===== src/design/kped_pkg.sv =====
`timescale 1ns / 1ps
`default_nettype none

package kped_pkg;

	localparam int TICK_W = 16;
	localparam int THR_W  = 10;
	localparam int KEY_W  = 4;
	localparam int CNT_W  = $clog2(TICK_W);
	localparam int CFG_IDX_W = 3;

	localparam logic [TICK_W-1:0] TICK_MAX = {TICK_W{1'b1}};

	// held key index, NO_KEY when nothing is held
	localparam logic [2:0] BTN_LEFT  = 3'd0;
	localparam logic [2:0] BTN_RIGHT = 3'd1;
	localparam logic [2:0] BTN_UP    = 3'd2;
	localparam logic [2:0] BTN_DOWN  = 3'd3;
	localparam logic [2:0] NO_KEY    = 3'd4;

	localparam logic [3:0] EV_UP        = 4'd0;
	localparam logic [3:0] EV_DOWN      = 4'd1;
	localparam logic [3:0] EV_BACK      = 4'd2;
	localparam logic [3:0] EV_SELECT    = 4'd3;
	localparam logic [3:0] EV_BACKLIGHT = 4'd4;
	localparam logic [3:0] EV_LOCK      = 4'd5;
	localparam logic [3:0] EV_RESET     = 4'd6;
	localparam logic [3:0] EV_POWER     = 4'd7;
	localparam logic [3:0] EV_PLAY      = 4'd8;
	localparam logic [3:0] EV_PULSE     = 4'd9;
	localparam logic [3:0] EV_NONE      = 4'd15;

	localparam logic [CFG_IDX_W-1:0] REG_MENU_MODE    = 3'd0;
	localparam logic [CFG_IDX_W-1:0] REG_LONG_PRESS   = 3'd1;
	localparam logic [CFG_IDX_W-1:0] REG_REPEAT_START = 3'd2;
	localparam logic [CFG_IDX_W-1:0] REG_REPEAT_PER   = 3'd3;
	localparam logic [CFG_IDX_W-1:0] REG_BL_NEVER_ON  = 3'd4;

	typedef enum logic [1:0] {
		ST_IDLE,
		ST_DIV,
		ST_FIN
	} state_t;

	typedef struct packed {
		logic load;
		logic div_step;
		logic finish;
	} dp_cmd_t;

	typedef struct packed {
		logic need_div;
		logic div_last;
		logic out_free;
	} dp_status_t;

endpackage

`default_nettype wire


===== src/design/key_press_event_decoder.sv =====
// Flow: an accepted tick is loaded, then passes ST_DIV, where a menu-mode up/down
//   hold runs the repeat test (16-step serial remainder unit), and then ST_FIN.
// The event is registered in ST_FIN once the output register is free; a new
//   tick is taken only in ST_IDLE, but while the previous event waits in the output register.
// Reset: asynchronous, active low; control and config registers return to defaults, no key held.
`timescale 1ns / 1ps
`default_nettype none

module key_press_event_decoder import kped_pkg::*; (
	input  wire                  clk,
	input  wire                  arst_n,
	input  wire                  in_valid,
	output logic                 in_ready,
	input  wire [KEY_W-1:0]      keys_down,
	input  wire                  backlight_on,
	input  wire                  unit_off,
	output logic                 out_valid,
	input  wire                  out_ready,
	output logic [3:0]           event_code,
	input  wire                  cfg_valid,
	output logic                 cfg_ready,
	input  wire [CFG_IDX_W-1:0]  cfg_index,
	input  wire [THR_W-1:0]      cfg_data
);

	dp_cmd_t    cmd;
	dp_status_t status;

	assign cfg_ready = 1'b1;

	kped_ctrl u_ctrl (
		.clk      (clk),
		.arst_n   (arst_n),
		.in_valid (in_valid),
		.in_ready (in_ready),
		.status   (status),
		.cmd      (cmd)
	);

	kped_dp u_dp (
		.clk          (clk),
		.arst_n       (arst_n),
		.cmd          (cmd),
		.status       (status),
		.keys_down    (keys_down),
		.backlight_on (backlight_on),
		.unit_off     (unit_off),
		.cfg_valid    (cfg_valid),
		.cfg_index    (cfg_index),
		.cfg_data     (cfg_data),
		.out_valid    (out_valid),
		.out_ready    (out_ready),
		.event_code   (event_code)
	);

endmodule

`default_nettype wire


===== src/design/kped_ctrl.sv =====
`timescale 1ns / 1ps
`default_nettype none

module kped_ctrl import kped_pkg::*; (
	input  wire        clk,
	input  wire        arst_n,
	input  wire        in_valid,
	output logic       in_ready,
	input  dp_status_t status,
	output dp_cmd_t    cmd
);

	state_t state_q, state_d;

	always_ff @(posedge clk or negedge arst_n) begin
		if (!arst_n) begin
			state_q <= ST_IDLE;
		end else begin
			state_q <= state_d;
		end
	end

	always_comb begin
		state_d  = state_q;
		cmd      = '0;
		in_ready = 1'b0;
		case (state_q)
			ST_IDLE: begin
				in_ready = 1'b1;
				if (in_valid) begin
					cmd.load = 1'b1;
					state_d  = ST_DIV;
				end
			end
			ST_DIV: begin
				// skip the remainder pass when no repeat test applies
				if (!status.need_div) begin
					state_d = ST_FIN;
				end else begin
					cmd.div_step = 1'b1;
					if (status.div_last) begin
						state_d = ST_FIN;
					end
				end
			end
			ST_FIN: begin
				if (status.out_free) begin
					cmd.finish = 1'b1;
					state_d    = ST_IDLE;
				end
			end
			default: begin
				state_d = ST_IDLE;
			end
		endcase
	end

endmodule

`default_nettype wire


===== src/design/kped_dp.sv =====
`timescale 1ns / 1ps
`default_nettype none

module kped_dp import kped_pkg::*; (
	input  wire                  clk,
	input  wire                  arst_n,
	input  dp_cmd_t              cmd,
	output dp_status_t           status,
	input  wire [KEY_W-1:0]      keys_down,
	input  wire                  backlight_on,
	input  wire                  unit_off,
	input  wire                  cfg_valid,
	input  wire [CFG_IDX_W-1:0]  cfg_index,
	input  wire [THR_W-1:0]      cfg_data,
	output logic                 out_valid,
	input  wire                  out_ready,
	output logic [3:0]           event_code
);

	logic              menu_q;
	logic [THR_W-1:0]  long_q;
	logic [THR_W-1:0]  start_q;
	logic [THR_W-1:0]  per_q;
	logic              bl_never_q;

	logic [KEY_W-1:0]  prev_keys_q;
	logic [2:0]        held_key_q;
	logic [TICK_W-1:0] held_ticks_q;

	logic [3:0]        ev_base_q;
	logic              long_hit_q;
	logic [3:0]        long_ev_q;
	logic              need_div_q;
	logic [3:0]        rep_ev_q;
	logic              rep_fire_q;

	logic [TICK_W-1:0] div_d_q;
	logic [THR_W-1:0]  rem_q;
	logic [CNT_W-1:0]  cnt_q;

	logic              out_valid_q;
	logic [3:0]        event_q;

	// edge processing of one tick
	logic [2:0]        hk;
	logic [TICK_W-1:0] ht;
	logic [3:0]        ev;
	logic              both_lr;
	logic              wake;
	logic              long_hit;
	logic [3:0]        long_ev;
	logic              need_div;
	logic [TICK_W-1:0] start_ext;
	logic [TICK_W-1:0] long_ext;

	always_comb begin
		hk        = held_key_q;
		ht        = held_ticks_q;
		ev        = EV_NONE;
		both_lr   = keys_down[0] & keys_down[1];
		wake      = !bl_never_q && !backlight_on && !unit_off;
		start_ext = TICK_W'(start_q);
		long_ext  = TICK_W'(long_q);
		long_hit  = 1'b0;
		long_ev   = EV_NONE;
		need_div  = 1'b0;
		for (int i = 0; i < KEY_W; i++) begin
			if (!prev_keys_q[i] && keys_down[i]) begin
				if (wake) begin
					ev = EV_BACKLIGHT;
				end else begin
					if (menu_q && i >= 2) begin
						ev = (i == 2) ? EV_UP : EV_DOWN;
					end
					ht = '0;
					hk = 3'(i);
				end
			end
			if (prev_keys_q[i] && !keys_down[i] && hk == 3'(i)) begin
				if (ht < long_ext) begin
					if (i == 0) begin
						ev = EV_BACK;
					end else if (i == 1) begin
						ev = EV_SELECT;
					end else if (!menu_q) begin
						ev = (i == 2) ? EV_UP : EV_DOWN;
					end
				end
				hk = NO_KEY;
			end
		end
		if (hk != NO_KEY) begin
			if (ht != TICK_MAX) begin
				ht = ht + 1'b1;
			end
			if (ht == long_ext) begin
				if (both_lr) begin
					long_hit = 1'b1;
					long_ev  = EV_LOCK;
				end else if (!menu_q) begin
					long_hit = 1'b1;
					case (hk)
						BTN_UP:   long_ev = EV_PLAY;
						BTN_DOWN: long_ev = EV_PULSE;
						BTN_LEFT: long_ev = EV_RESET;
						default:  long_ev = EV_POWER;
					endcase
				end else if (hk == BTN_RIGHT) begin
					long_hit = 1'b1;
					long_ev  = EV_POWER;
				end
			end
			need_div = menu_q && ht >= start_ext && (hk == BTN_UP || hk == BTN_DOWN);
		end
	end

	// restoring remainder, one dividend bit per cycle
	logic [THR_W-1:0] per_eff;
	logic [THR_W:0]   rem_w;
	logic [THR_W:0]   rem_sub;
	logic [THR_W-1:0] rem_next;
	logic             div_last;

	assign per_eff  = (per_q == '0) ? THR_W'(1) : per_q;
	assign rem_w    = {rem_q, div_d_q[TICK_W-1]};
	assign rem_sub  = rem_w - {1'b0, per_eff};
	assign rem_next = (rem_w >= {1'b0, per_eff}) ? rem_sub[THR_W-1:0] : rem_w[THR_W-1:0];
	assign div_last = (cnt_q == CNT_W'(TICK_W - 1));

	always_ff @(posedge clk or negedge arst_n) begin
		if (!arst_n) begin
			menu_q       <= 1'b0;
			long_q       <= THR_W'(50);
			start_q      <= THR_W'(25);
			per_q        <= THR_W'(2);
			bl_never_q   <= 1'b0;
			prev_keys_q  <= '0;
			held_key_q   <= NO_KEY;
			held_ticks_q <= '0;
			out_valid_q  <= 1'b0;
		end else begin
			if (cmd.load) begin
				prev_keys_q  <= keys_down;
				held_ticks_q <= ht;
			end
			// a mode write drops the held key
			if (cfg_valid && cfg_index == REG_MENU_MODE) begin
				held_key_q <= NO_KEY;
			end else if (cmd.load) begin
				held_key_q <= hk;
			end
			if (cfg_valid) begin
				case (cfg_index)
					REG_MENU_MODE:    menu_q     <= cfg_data[0];
					REG_LONG_PRESS:   long_q     <= cfg_data;
					REG_REPEAT_START: start_q    <= cfg_data;
					REG_REPEAT_PER:   per_q      <= cfg_data;
					REG_BL_NEVER_ON:  bl_never_q <= cfg_data[0];
					default: ;
				endcase
			end
			if (cmd.finish) begin
				out_valid_q <= (long_hit_q || (need_div_q && rep_fire_q) ||
				                ev_base_q != EV_NONE);
			end else if (out_valid_q && out_ready) begin
				out_valid_q <= 1'b0;
			end
		end
	end

	always_ff @(posedge clk) begin
		if (cmd.load) begin
			ev_base_q  <= ev;
			long_hit_q <= long_hit;
			long_ev_q  <= long_ev;
			need_div_q <= need_div;
			rep_ev_q   <= (hk == BTN_UP) ? EV_UP : EV_DOWN;
			rep_fire_q <= 1'b0;
			div_d_q    <= ht - start_ext;
			rem_q      <= '0;
			cnt_q      <= '0;
		end
		if (cmd.div_step) begin
			div_d_q <= {div_d_q[TICK_W-2:0], 1'b0};
			rem_q   <= rem_next;
			cnt_q   <= cnt_q + 1'b1;
			if (div_last) begin
				rep_fire_q <= (rem_next == '0);
			end
		end
		if (cmd.finish) begin
			if (long_hit_q) begin
				event_q <= long_ev_q;
			end else if (need_div_q && rep_fire_q) begin
				event_q <= rep_ev_q;
			end else begin
				event_q <= ev_base_q;
			end
		end
	end

	assign status.need_div = need_div_q;
	assign status.div_last = div_last;
	assign status.out_free = !out_valid_q || out_ready;
	assign out_valid       = out_valid_q;
	assign event_code      = event_q;

endmodule

`default_nettype wire

===== config.mk =====
export PLATFORM = sky130hd
export DESIGN_NAME = key_press_event_decoder
export DESIGN_NICKNAME = d
export VERILOG_FILES = /design/src/design/kped_pkg.sv /design/src/design/key_press_event_decoder.sv /design/src/design/kped_ctrl.sv /design/src/design/kped_dp.sv
export SDC_FILE = /design/constraint.sdc
export NUM_CORES = 1
export LEC_CHECK = 0
export BUFFER_PORTS_ARGS = -buffer_cell sky130_fd_sc_hd__buf_2
export CAP_MARGIN = 20
export CORE_MARGIN = 1
export CORE_UTILIZATION = 55
export DETAILED_ROUTE_END_ITERATION = 8
export PLACE_DENSITY = 0.72
export SLEW_MARGIN = 20
export SYNTH_ARGS = -nofsm -noshare
export SYNTH_HDL_FRONTEND = slang
export SYNTH_HIERARCHICAL = 1
export SYNTH_SLANG_ARGS = --single-unit

===== constraint.sdc =====
create_clock -name clk -period 5.8 [get_ports clk]
set_clock_uncertainty 0.1 [all_clocks]
set_input_delay 1.16 -clock clk [delete_from_list [all_inputs] [get_ports clk]]
set_output_delay 1.16 -clock clk [all_outputs]
set_load 0.02 [all_outputs]

==> reports/qor_table.md, run 1 <==
| Quantity | Value |
|---|---|
| Outcome | finished clean |
| Required time of the worst setup path | 5.78 ns |
| Longest individual stage delay on the worst path | 0.53 ns |
| Synth area leader | edfxtp_1 |
| CP max-delay cell | a222oi_1 |
| Number of synthesized register bits | 104 |
| Cell area after layout | 0.00863 mm2 |
| Buffer cell driving the clock tree root | clkbuf_16 |
| Reg2reg start | u_dp/prev_keys_q[0] |
| I/O Pins | 31 |
| CTS Sinks | 104 |
| Sequential fraction of the synthesis area | 0.361 |
| Mean cell area of the mapped netlist | 9.21 um2 |
| Clock tree from TritonCTS | yes |
| Min Tclk post-route | 5.47 ns |
| Fillcell total | 1172 |
| Overall via count from detail_route | 6527 |
| Worst-skew pair later-pin latency | 0.35 ns |
| Critical Path Most Common Cell | nor2b_1 |
| Transition time of the tightest slew-check pin | 0.812 ns |
| Number of standard-cell rows in the floorplan | 43 |
| Top-area cell type share of the netlist area | 0.169 |
| Peak supply drop | 257 uV |
| GR Overflow Total | 0 |
| Hold path depth | 2 |
| Initial antenna violation count | 0 |
| Number of global-route vias before repair | 6514 |
| Buffer depth of the longest clock path | 2 |
| Port Buf Inserts | 29 |
| Cell area after synthesis | 0.00782 mm2 |
| Path depth of the worst reg2reg path | 20 |
| Horiz. Die Dim | 121 um |
| Part of the total power dissipated in combinational logic | 0.496 |
| Cell internal pwr | 2170 uW |
| Setup repair after global routing missed its margin | no |
| Worst Setup Start Kind | primary input |
| Mean number of vias per cell | 6.06 |
| Share of flip-flops with an asynchronous set or reset | 0.558 |
| TritonCTS buffer count | 9 |
| Fmax achieved | 183 MHz |
| Post-Synthesis Cells | 849 |
| Die area | 0.0147 mm2 |
| Layout net count | 987 |
| Final count of negative-setup-slack endpoints | 0 |
| # Max-Cap Violations | 0 |
| Relative slew slack | 0.454 |
| Highest net fanout along the worst path | 6 |
| Cell Chain, Critical Path | buf_2 > nor2b_1 > a211o_1 > a222oi_1 > nor2b_1 > o21a_1 > or2_2 > nor2_1 > nand2_1 > xnor2_1 > ha_1 > nor2b_1 > o21ai_0 > nand2b_1 > a21o_1 > a21o_1 > a31oi_2 > o21ai_2 > or3_1 > a21oi_1 > o21ai_0 |
| Pin count of the biggest net entering global routing | 59 |
| Number of flops mapped to enable cells by yosys | 44 |
| Total Negative Setup Slacks | 0 ns |
| Count of nets left with antenna violations after detail routing | 0 |
| Origin of the worst min-delay path | u_dp/div_d_q[0] |
| Switching Power | 1520 uW |
| End of the worst register-to-register path | u_dp/div_d_q[12] |
| Share of power burned in registers | 0.335 |
| Buf/Inv on CP | 1 |
| Number of design-rule violations left by the first detailed-router iteration | 635 |
| Endpoint kind of the worst setup timing path | flop |
| Effective utilization at floorplan | 0.563 |
| Distinct cell type count of the synthesized netlist | 84 |
| DPL Wire Length | 15700 um |
| Cell area power density | 428 mW/mm2 |
| Critical Setup Path Class | in -> reg |
| Post-DP Area | 0.00830 mm2 |
| Clock network fraction of design power | 0.168 |
| DRC violations left | 0 |
| Worst-case hold path end point | u_dp/div_d_q[0] |
| Layout overhead on the synthesized area | 10.3% |
| Fraction of power spent switching nets | 0.411 |
| Cell type group with the largest total delay on the critical path | compound AO/OA/AOI/OAI gates |
| Arrival time of data at the critical path endpoint | 5.44 ns |
| Tot Pwr | 3690 uW |
| Overall global routing resource usage | 0.297 |
| Most common flop cell mapped by yosys | dfrtp_1 |
| Pins over their slew limit | 0 |
| Clk slew on worst S/H paths | 0.07 ns |
| Number of H-tree branching levels | 3 |
| Drt wl/cell | 19.0 um |
| Std-Cell Core Area | 0.0139 mm2 |
| Number of hold violations in the final report | 0 |
| Hold-fix buffers at CTS | 0 |
| Leakage Power | 0.00387 uW |
| Most frequent cells in the layout | 88 x nand2_1, 69 x o21ai_0, 69 x ha_1, 63 x nor2_1 |
| First-pass GRT wire length | 33500 um |
| Share of layout cells above drive strength 1 | 0.162 |
| Diodes inserted | 0 |
| Leading cell types by total area after synthesis | edfxtp_1 17%, dfrtp_1 16%, ha_1 11% |
| Type of the worst min-delay path | reg -> reg |
| YS warnings | 6 |
| Ratio of final minimum period to clock period | 0.943 |
| Reg-to-reg setup timing slack | 0.74 ns |
| Most common cell after layout, fill and taps aside | nand2_1 |
| Drt pass-1 iters | 6 |
| Routability congestion estimate | 0.952 |
| Nets in the synthesized netlist | 944 |
| Aggregate routed wire length | 20500 um |
| Vertical extent of the die | 121 um |
## cell usage after synthesis (all sizes together), types with 8 or more instances
library cell  count
a21o             20
a21oi            39
and2             18
and3             10
clkbuf           21
dfrtp            50
dfstp             8
edfxtp           44
ha               69
inv              50
mux2             34
nand2            88
nand2b           13
nand3            22
nand4            15
nor2             65
nor2b            23
nor3             18
nor4              9
o21ai            74
xnor2            42
xor2              9
## sequential cells by signal, summed over array words and instances (netlist names), 2 cells and up
name,count
u_dp/rem_q,10
u_dp/ev_base_q,4
u_dp/per_q,10
u_dp/long_q,10
u_dp/prev_keys_q,4
u_dp/div_d_q,16
u_dp/long_ev_q,4
u_dp/event_code,4
u_dp/held_key_q,3
u_dp/start_q,10
u_dp/cnt_q,4
u_dp/held_ticks_q,16
u_ctrl/state_q,2
## final cells by class
class	count	area (um2)	area share
clock inverters	4	42.5	0.00493
flip-flops and latches	104	2820	0.327
repair buffers	60	378	0.0438
multi-input cells	667	4710	0.546
clock buffers	12	256	0.0297
well taps	180	225	0.0261
inverters	50	188	0.0218
## metal layers
layer	share of wire	global-route usage	routed length (um)
met5	0	0	0
met4	0.033	0.123	677
met3	0.046	0.0479	940
met2	0.48	0.484	9760
met1	0.44	0.393	9090
## worst max-delay path by stage
stage | slack (ns) | to | from | depth (start not counted)
after floorplan | 0.001 | u_dp/div_d_q[12] | keys_down[2] | 25
after global placement | 0.06 | u_dp/div_d_q[12] | keys_down[0] | 21
after detailed placement | -0.22 | u_dp/div_d_q[12] | keys_down[0] | 21
after CTS | 0.14 | u_dp/div_d_q[12] | keys_down[0] | 21
after global routing | 0.04 | u_dp/div_d_q[12] | keys_down[0] | 21
final | 0.33 | u_dp/div_d_q[12] | keys_down[0] | 21
## timing repair
action / CTS / global route
endpoints found under the setup margin: 0 / 5
gates resized for setup: 0 / 6
setup buffers: 0 / 1
## tightest hold or removal path, delay by kind of cell, from the launching register on
family | cells | cell delay, ns
and+or+nand+nor | 1 | 0.11
AOI/OAI and AO/OA | 1 | 0.05
DFF | 1 | 0.32
## metrics by stage
step	cells	util	setup slack [ns]	hold slack, ns
3_5_place_dp	1060	0.598	-0.217	0.404
4_1_cts	1076	0.619	0.138	0.413
2_1_floorplan	849	-	0.00104	0.355
6_report	1077	0.622	0.333	0.418
5_1_grt	1077	0.622	0.0363	0.426
3_3_place_gp	1060	0.598	0.0578	0.381
## power groups by stage
stage	logic (uW)	registers (uW)	clock network (uW)
floorplan	1310	1180	0
global placement	1740	1230	0
detailed placement	1790	1250	0
CTS	1800	1230	635
global route	2040	1260	659
finish	1830	1240	621
## kinds of logic (layout without fill, tap and decap cells)
group / Yosys count / in the layout / share of synthesized area
compound gates: 193 / 193 / 0.158
flops: 104 / 104 / 0.361
mux: 41 / 41 / 0.0579
buf+inv: 78 / 126 / 0.0402
simple gates: 310 / 310 / 0.210
fa+ha+maj: 71 / 71 / 0.116
other cells: 1 / 1 / 0.000479
xor+xnor: 51 / 51 / 0.0571
Power figures use the tool's default switching activity.
==> run 2, diff against run 1 <==
CORE_ASPECT_RATIO = 0.6   (was default)
clock period = 7 ns   (was 5.8 ns; I/O delays follow)
==> run 2 against run 1 <==
Power is 17% lower; largest cell class unchanged; sequential share of layout area is 0.64 points higher; first-iteration DRC count is 8.5% lower; global-route usage is 3.1 points higher; register-to-register slack better by 0.70 ns; die area is 0.10% higher; sequential power is 16% lower; combinational power is 16% lower; non-clock buffer count is 21 lower; highest routed layer unchanged; via count is 1.5% higher; wire length is 11% higher.
==> reports/qor_table.md, run 2 (synthesis gave the netlist of run 1 again) <==
| Quantity | Value | vs previous |
|---|---|---|
| Outcome | finished clean |  |
| # Max-Cap Violations | 0 | unchanged |
| Effective utilization at floorplan | 0.569 | +0.00538 |
| Hold-fix buffers at CTS | 0 | unchanged |
| Drt pass-1 iters | 5 | -1 |
| Buf/Inv on CP | 2 | +1 |
| Number of H-tree branching levels | 3 | unchanged |
| Arrival time of data at the critical path endpoint | 6.30 ns | +0.86 ns |
| Most common cell after layout, fill and taps aside | nand2_1 |  |
| Worst Setup Start Kind | primary input |  |
| Port Buf Inserts | 29 | unchanged |
| Leakage Power | 0.00376 uW | -2.8% |
| Clk slew on worst S/H paths | 0.08 ns | about the same |
| Count of nets left with antenna violations after detail routing | 0 | unchanged |
| Biggest registers after layout | u_dp/div_d_q (16), u_dp/held_ticks_q (16) |  |
| Aggregate routed wire length | 22700 um | +11% |
| Layout net count | 966 | -2.1% |
| Required time of the worst setup path | 6.99 ns | +1.21 ns |
| Setup repair after global routing missed its margin | no |  |
| Std-Cell Core Area | 0.0137 mm2 | -0.95% |
| Horiz. Die Dim | 156 um | +29% |
| Drt wl/cell | 21.2 um | +12% |
| Pin count of the biggest net entering global routing | 59 | unchanged |
| Vertical extent of the die | 94.4 um | -22% |
| Fmax achieved | 159 MHz |  |
| Diodes inserted | 0 | unchanged |
| Number of stages on the worst setup path | 22 | +4.8% |
| Worst-skew pair later-pin latency | 0.36 ns | about the same |
| Longest individual stage delay on the worst path | 0.42 ns | -0.11 ns |
| Tot Pwr | 3080 uW | -17% |
| CTS Sinks | 104 | unchanged |
| Cell area power density | 364 mW/mm2 | -15% |
| Layout overhead on the synthesized area | 8.17% |  |
| Worst Hold Margin | 0.414 ns | -0.00383 ns |
| Number of hold violations in the final report | 0 | unchanged |
| First-pass GRT wire length | 35400 um | +5.6% |
| Final count of negative-setup-slack endpoints | 0 | unchanged |
| Highest net fanout along the worst path | 12 | +6 |
| Die area | 0.0147 mm2 | +0.10% |
| Number of global-route vias before repair | 6163 | -5.4% |
| DRC violations left | 0 | unchanged |
| DPL Wire Length | 17700 um | +13% |
| Overall via count from detail_route | 6622 | +1.5% |
| Number of design-rule violations left by the first detailed-router iteration | 581 | -8.5% |
| GR Overflow Total | 0 | unchanged |
| Cell Chain, Critical Path | buf_2 > nor2b_2 > o21ai_0 > buf_4 > a2111o_1 > a21oi_1 > o21a_1 > or2_2 > nor2_1 > xnor2_1 > ha_1 > fa_1 > nor2b_1 > o21ai_0 > nand2b_1 > a21o_1 > a21o_1 > a31oi_1 > o21ai_0 > or3_1 > a21oi_1 > o21ai_0 |  |
| Reg-to-reg setup timing slack | 1.44 ns | +0.70 ns |
| Total Negative Setup Slacks | 0 ns | unchanged |
| Routability congestion estimate | 1.05 | +11% |
| Cell type group with the largest total delay on the critical path | compound AO/OA/AOI/OAI gates |  |
| I/O Pins | 31 | unchanged |
| Pins over their slew limit | 0 | unchanged |
| CP max-delay cell | a2111o_1 |  |
| Ratio of final minimum period to clock period | 0.900 |  |
| Number of standard-cell rows in the floorplan | 33 | -23% |
| Mean number of vias per cell | 6.20 | +2.3% |
| Min Tclk post-route | 6.30 ns |  |
| Peak supply drop | 269 uV | +4.7% |
| Critical Setup Path Class | in -> reg |  |
| Share of layout cells above drive strength 1 | 0.142 | -0.0201 |
| Most frequent cells in the layout | 88 x nand2_1, 71 x o21ai_0, 69 x ha_1, 63 x nor2_1 |  |
| Endpoint kind of the worst setup timing path | flop |  |
| Path depth of the worst reg2reg path | 21 | +5.0% |
| Type of the worst min-delay path | reg -> reg |  |
| Buffer depth of the longest clock path | 2 | unchanged |
| TritonCTS buffer count | 9 | unchanged |
| Buffer cell driving the clock tree root | clkbuf_16 |  |
| Initial antenna violation count | 1 | +1 |
| Hold path depth | 2 | unchanged |
| Relative slew slack | 0.192 | -0.262 |
| Transition time of the tightest slew-check pin | 1.21 ns | +0.397 ns |
| Clock tree from TritonCTS | yes |  |
| Number of gates resized after cts | 0 | unchanged |
| Critical Path Most Common Cell | o21ai_0 |  |
| Overall global routing resource usage | 0.328 | +0.0306 |
| Setup Buffers After CTS | 0 | unchanged |
## run 2: worst paths after layout
| kind | from | endpoint |
|---|---|---|
| max | keys_down[0] | u_dp/div_d_q[12] |
| min | u_dp/div_d_q[0] | u_dp/div_d_q[0] |
| max reg2reg | u_dp/prev_keys_q[1] | u_dp/div_d_q[12] |
| min reg2reg | u_dp/div_d_q[0] | u_dp/div_d_q[0] |
| max in group asynchronous | arst_n | u_dp/held_ticks_q[1] |
| min in group asynchronous | arst_n | u_dp/out_valid |
## run 2: cell type report
cell class,count,area [um2]
Fill cell,1264,5290
Multi-Input combinational cell,667,4690
Sequential cell,104,2820
Tap cell,192,240
Clock buffer,9,225
Timing Repair Buffer,39,220
Inverter,50,188
Clock inverter,7,70.1
## run 2: metrics by stage
step	setup slack, ns	utilization	instance area [um2]	instances
after floorplan	0.799	-	7820	849
after global placement	0.637	0.594	8160	1052
after detailed placement	0.466	0.594	8160	1052
after CTS	0.748	0.615	8460	1068
after global routing	0.268	0.615	8460	1068
final	0.698	0.615	8460	1068
## run 2: where the power goes
| group | total (uW) | switching [uW] | internal, uW | leakage, uW |
|---|---|---|---|---|
| clock network | 510 | 258 | 253 | 0.000147 |
| logic | 1530 | 962 | 565 | 0.00247 |
| registers | 1040 | 165 | 878 | 0.00114 |
## run 2: metal layers
metal	GRT usage	vias up	wire length [um]
li1	-	3095	-
met1	0.522	3219	11600
met2	0.420	291	8360
met3	0.111	17	2590
met4	0.0507	0	165
met5	0	-	0
## run 2: worst reg2reg max path, cell delays in order, from the launching register on
cell and delay, ns:
dfrtp_1 0.42, and2b_1 0.32, o21ai_0 0.10, buf_4 0.19
a2111o_1 0.42, a21oi_1 0.40, o21a_1 0.35, or2_2 0.27
nor2_1 0.09, xnor2_1 0.26, ha_1 0.24, fa_1 0.19
nor2b_1 0.06, o21ai_0 0.16, nand2b_1 0.11, a21o_1 0.20
a21o_1 0.20, a31oi_1 0.29, o21ai_0 0.28, or3_1 0.42
a21oi_1 0.14, o21ai_0 0.08
==> run 3, diff against run 2 <==
clock period = 6 ns   (was 7 ns; I/O delays follow)
==> run 3 against run 2 <==
Count of clock-buffer cells in the layout stayed put; core utilization grew 0.94 points; cell count increased by 1.2%; via count is 1.0% higher; sequential power increased by 16%; flip-flop and latch count unchanged; sequential share of layout area shrank 0.50 points; critical path depth is 1 lower; critical endpoint unchanged.
==> reports/qor_table.md, run 3 (synthesis gave the netlist of run 1 again) <==
| Quantity | Value | vs previous |
|---|---|---|
| Outcome | finished clean |  |
| Fraction of power spent switching nets | 0.432 | -0.0178 |
| Layout net count | 979 | +1.3% |
| Drt pass-1 iters | 7 | +2 |
| Diodes inserted | 0 | unchanged |
| Cell area power density | 424 mW/mm2 | +16% |
| Initial antenna violation count | 1 | unchanged |
| Highest net fanout along the worst path | 6 | -6 |
| DRC violations left | 0 | unchanged |
| CP max-delay cell | a222oi_1 |  |
| Routability congestion estimate | 1.02 | -3.4% |
| DPL Wire Length | 17200 um | -2.6% |
| Transition time of the tightest slew-check pin | 1.05 ns | -0.161 ns |
| # Max-Cap Violations | 0 | unchanged |
| Peak supply drop | 268 uV | -0.26% |
| Cell type group with the largest total delay on the critical path | compound AO/OA/AOI/OAI gates |  |
| Worst Hold Margin | 0.398 ns | -0.0157 ns |
| Drt wl/cell | 20.8 um | -2.2% |
| Share of layout cells above drive strength 1 | 0.154 | +0.0126 |
| Number of hold violations in the final report | 0 | unchanged |
| Count of nets left with antenna violations after detail routing | 0 | unchanged |
| Number of global-route vias before repair | 6274 | +1.8% |
| Pins over their slew limit | 0 | unchanged |
| First-pass GRT wire length | 35500 um | +0.43% |
| Leakage Power | 0.00384 uW | +2.0% |
| Buffer cell driving the clock tree root | clkbuf_16 |  |
| Part of the total power dissipated in combinational logic | 0.494 | -0.002 |
| Multi-input gate area | 0.00471 mm2 | +0.27% |
| Switching Power | 1570 uW | +13% |
| Longest individual stage delay on the worst path | 0.63 ns | +0.21 ns |
| Share of power burned in registers | 0.332 | -0.007 |
| Critical Setup Path Class | in -> reg |  |
| Port Buf Inserts | 29 | unchanged |
| Cell Chain, Critical Path | buf_2 > nor2b_1 > a211o_1 > a222oi_1 > nor2b_1 > o21a_1 > or2_2 > nor2_1 > nand2_1 > xnor2_1 > ha_1 > nor2b_1 > o21ai_0 > nand2b_1 > a21o_1 > a21o_1 > a31oi_1 > o21ai_1 > or3_1 > a21oi_1 > o21ai_0 |  |
| Layout overhead on the synthesized area | 9.82% |  |
| Clock tree from TritonCTS | yes |  |
| CTS Sinks | 104 | unchanged |
| TritonCTS buffer count | 9 | unchanged |
| I/O Pins | 31 | unchanged |
| Number of design-rule violations left by the first detailed-router iteration | 678 | +17% |
| Area occupied by registers | 0.00282 mm2 | unchanged |
| Mean number of vias per cell | 6.19 | -0.17% |
| Setup repair after global routing missed its margin | no |  |
| Overall via count from detail_route | 6691 | +1.0% |
| Min Tclk post-route | 5.64 ns |  |
| Clk slew on worst S/H paths | 0.08 ns | about the same |
| Relative slew slack | 0.298 | +0.106 |
| Overall global routing resource usage | 0.323 | -0.00515 |
| Vertical extent of the die | 94.4 um | unchanged |
| GR Overflow Total | 0 | unchanged |
| Buffer depth of the longest clock path | 2 | unchanged |
| Arrival time of data at the critical path endpoint | 5.63 ns | -0.67 ns |
| Buf/Inv on CP | 1 | -1 |
| Worst-skew pair later-pin latency | 0.36 ns | about the same |
| Final count of negative-setup-slack endpoints | 0 | unchanged |
| Pin count of the biggest net entering global routing | 59 | unchanged |
| Most frequent cells in the layout | 88 x nand2_1, 70 x o21ai_0, 69 x ha_1, 64 x nor2_1 |  |
| Endpoint kind of the worst setup timing path | flop |  |
| Worst Setup Start Kind | primary input |  |
| Cell internal pwr | 2070 uW | +22% |
| Fillcell total | 1187 | -6.1% |
| Biggest registers after layout | u_dp/div_d_q (16), u_dp/held_ticks_q (16) |  |
| Horiz. Die Dim | 156 um | unchanged |
| Reg-to-reg setup timing slack | 0.81 ns | -0.63 ns |
| Aggregate routed wire length | 22400 um | -1.1% |
| Number of standard-cell rows in the floorplan | 33 | unchanged |
| Required time of the worst setup path | 5.99 ns | -1.00 ns |
| Die area | 0.0147 mm2 | unchanged |
| Critical Path Most Common Cell | nor2b_1 |  |
| Type of the worst min-delay path | reg -> reg |  |
| Most common cell after layout, fill and taps aside | nand2_1 |  |
| Core occupancy in the finished layout | 0.625 | +0.00937 |
| Effective utilization at floorplan | 0.569 | unchanged |
| Number of H-tree branching levels | 3 | unchanged |
| Clock network fraction of design power | 0.174 | +0.008 |
| Fmax achieved | 177 MHz |  |
| Std-Cell Core Area | 0.0137 mm2 | unchanged |
| Ratio of final minimum period to clock period | 0.940 |  |
run 3: final cells by class:
cell class	count	share of cell area
clock buffers	9	0.0262
inverters	50	0.0218
well taps	192	0.0280
repair buffers	52	0.0370
multi-input cells	667	0.548
flip-flops and latches	104	0.329
clock inverters	7	0.0103
run 3: repair_timing:
item,in CTS,in global routing
hold buffers,0,0
endpoints found under the hold margin,0,0
resized for setup,0,3
setup buffers,0,1
setup endpoints to repair,0,1
run 3: through the flow:
step	setup WS (ns)	std cells	instance area (um2)	total power [uW]	TNS [ns]
2_1_floorplan	0.116	849	7820	2410	0
3_3_place_gp	0.0743	1064	8250	2900	0
3_5_place_dp	-0.0131	1064	8250	2940	-0.0131
4_1_cts	0.318	1080	8570	3590	0
5_1_grt	0.00566	1081	8590	3880	0
6_report	0.359	1081	8590	3640	0
run 3: worst paths after layout:
check	depth (start not counted)	to	from
worst max-delay path	21	u_dp/div_d_q[12]	keys_down[0]
worst min-delay path	2	u_dp/div_d_q[0]	u_dp/div_d_q[0]
worst max register to register	20	u_dp/div_d_q[12]	u_dp/prev_keys_q[0]
worst min register to register	2	u_dp/div_d_q[0]	u_dp/div_d_q[0]
max in group asynchronous	2	u_dp/start_q[2]	arst_n
min in group asynchronous	2	u_dp/out_valid	arst_n
run 3: tightest hold or removal path, stage by stage, from the launching register on:
cell	delay, ns
dfxtp_1	0.31
nor2_1	0.09
a211oi_1	0.05
run 3: metal layers:
metal / GRT usage / part of all wire / vias to the layer above
met5: 0 / 0 / -
li1: - / - / 3123
met1: 0.515 / 0.51 / 3249
met2: 0.422 / 0.37 / 298
met3: 0.0886 / 0.11 / 21
met4: 0.0629 / 0.0088 / 0
run 3: power groups by stage:
stage | clock network, uW | registers, uW | logic (uW)
2_1_floorplan | 0 | 1150 | 1260
3_3_place_gp | 0 | 1200 | 1700
3_5_place_dp | 0 | 1210 | 1730
4_1_cts | 650 | 1200 | 1740
5_1_grt | 670 | 1230 | 1970
6_report | 635 | 1210 | 1800
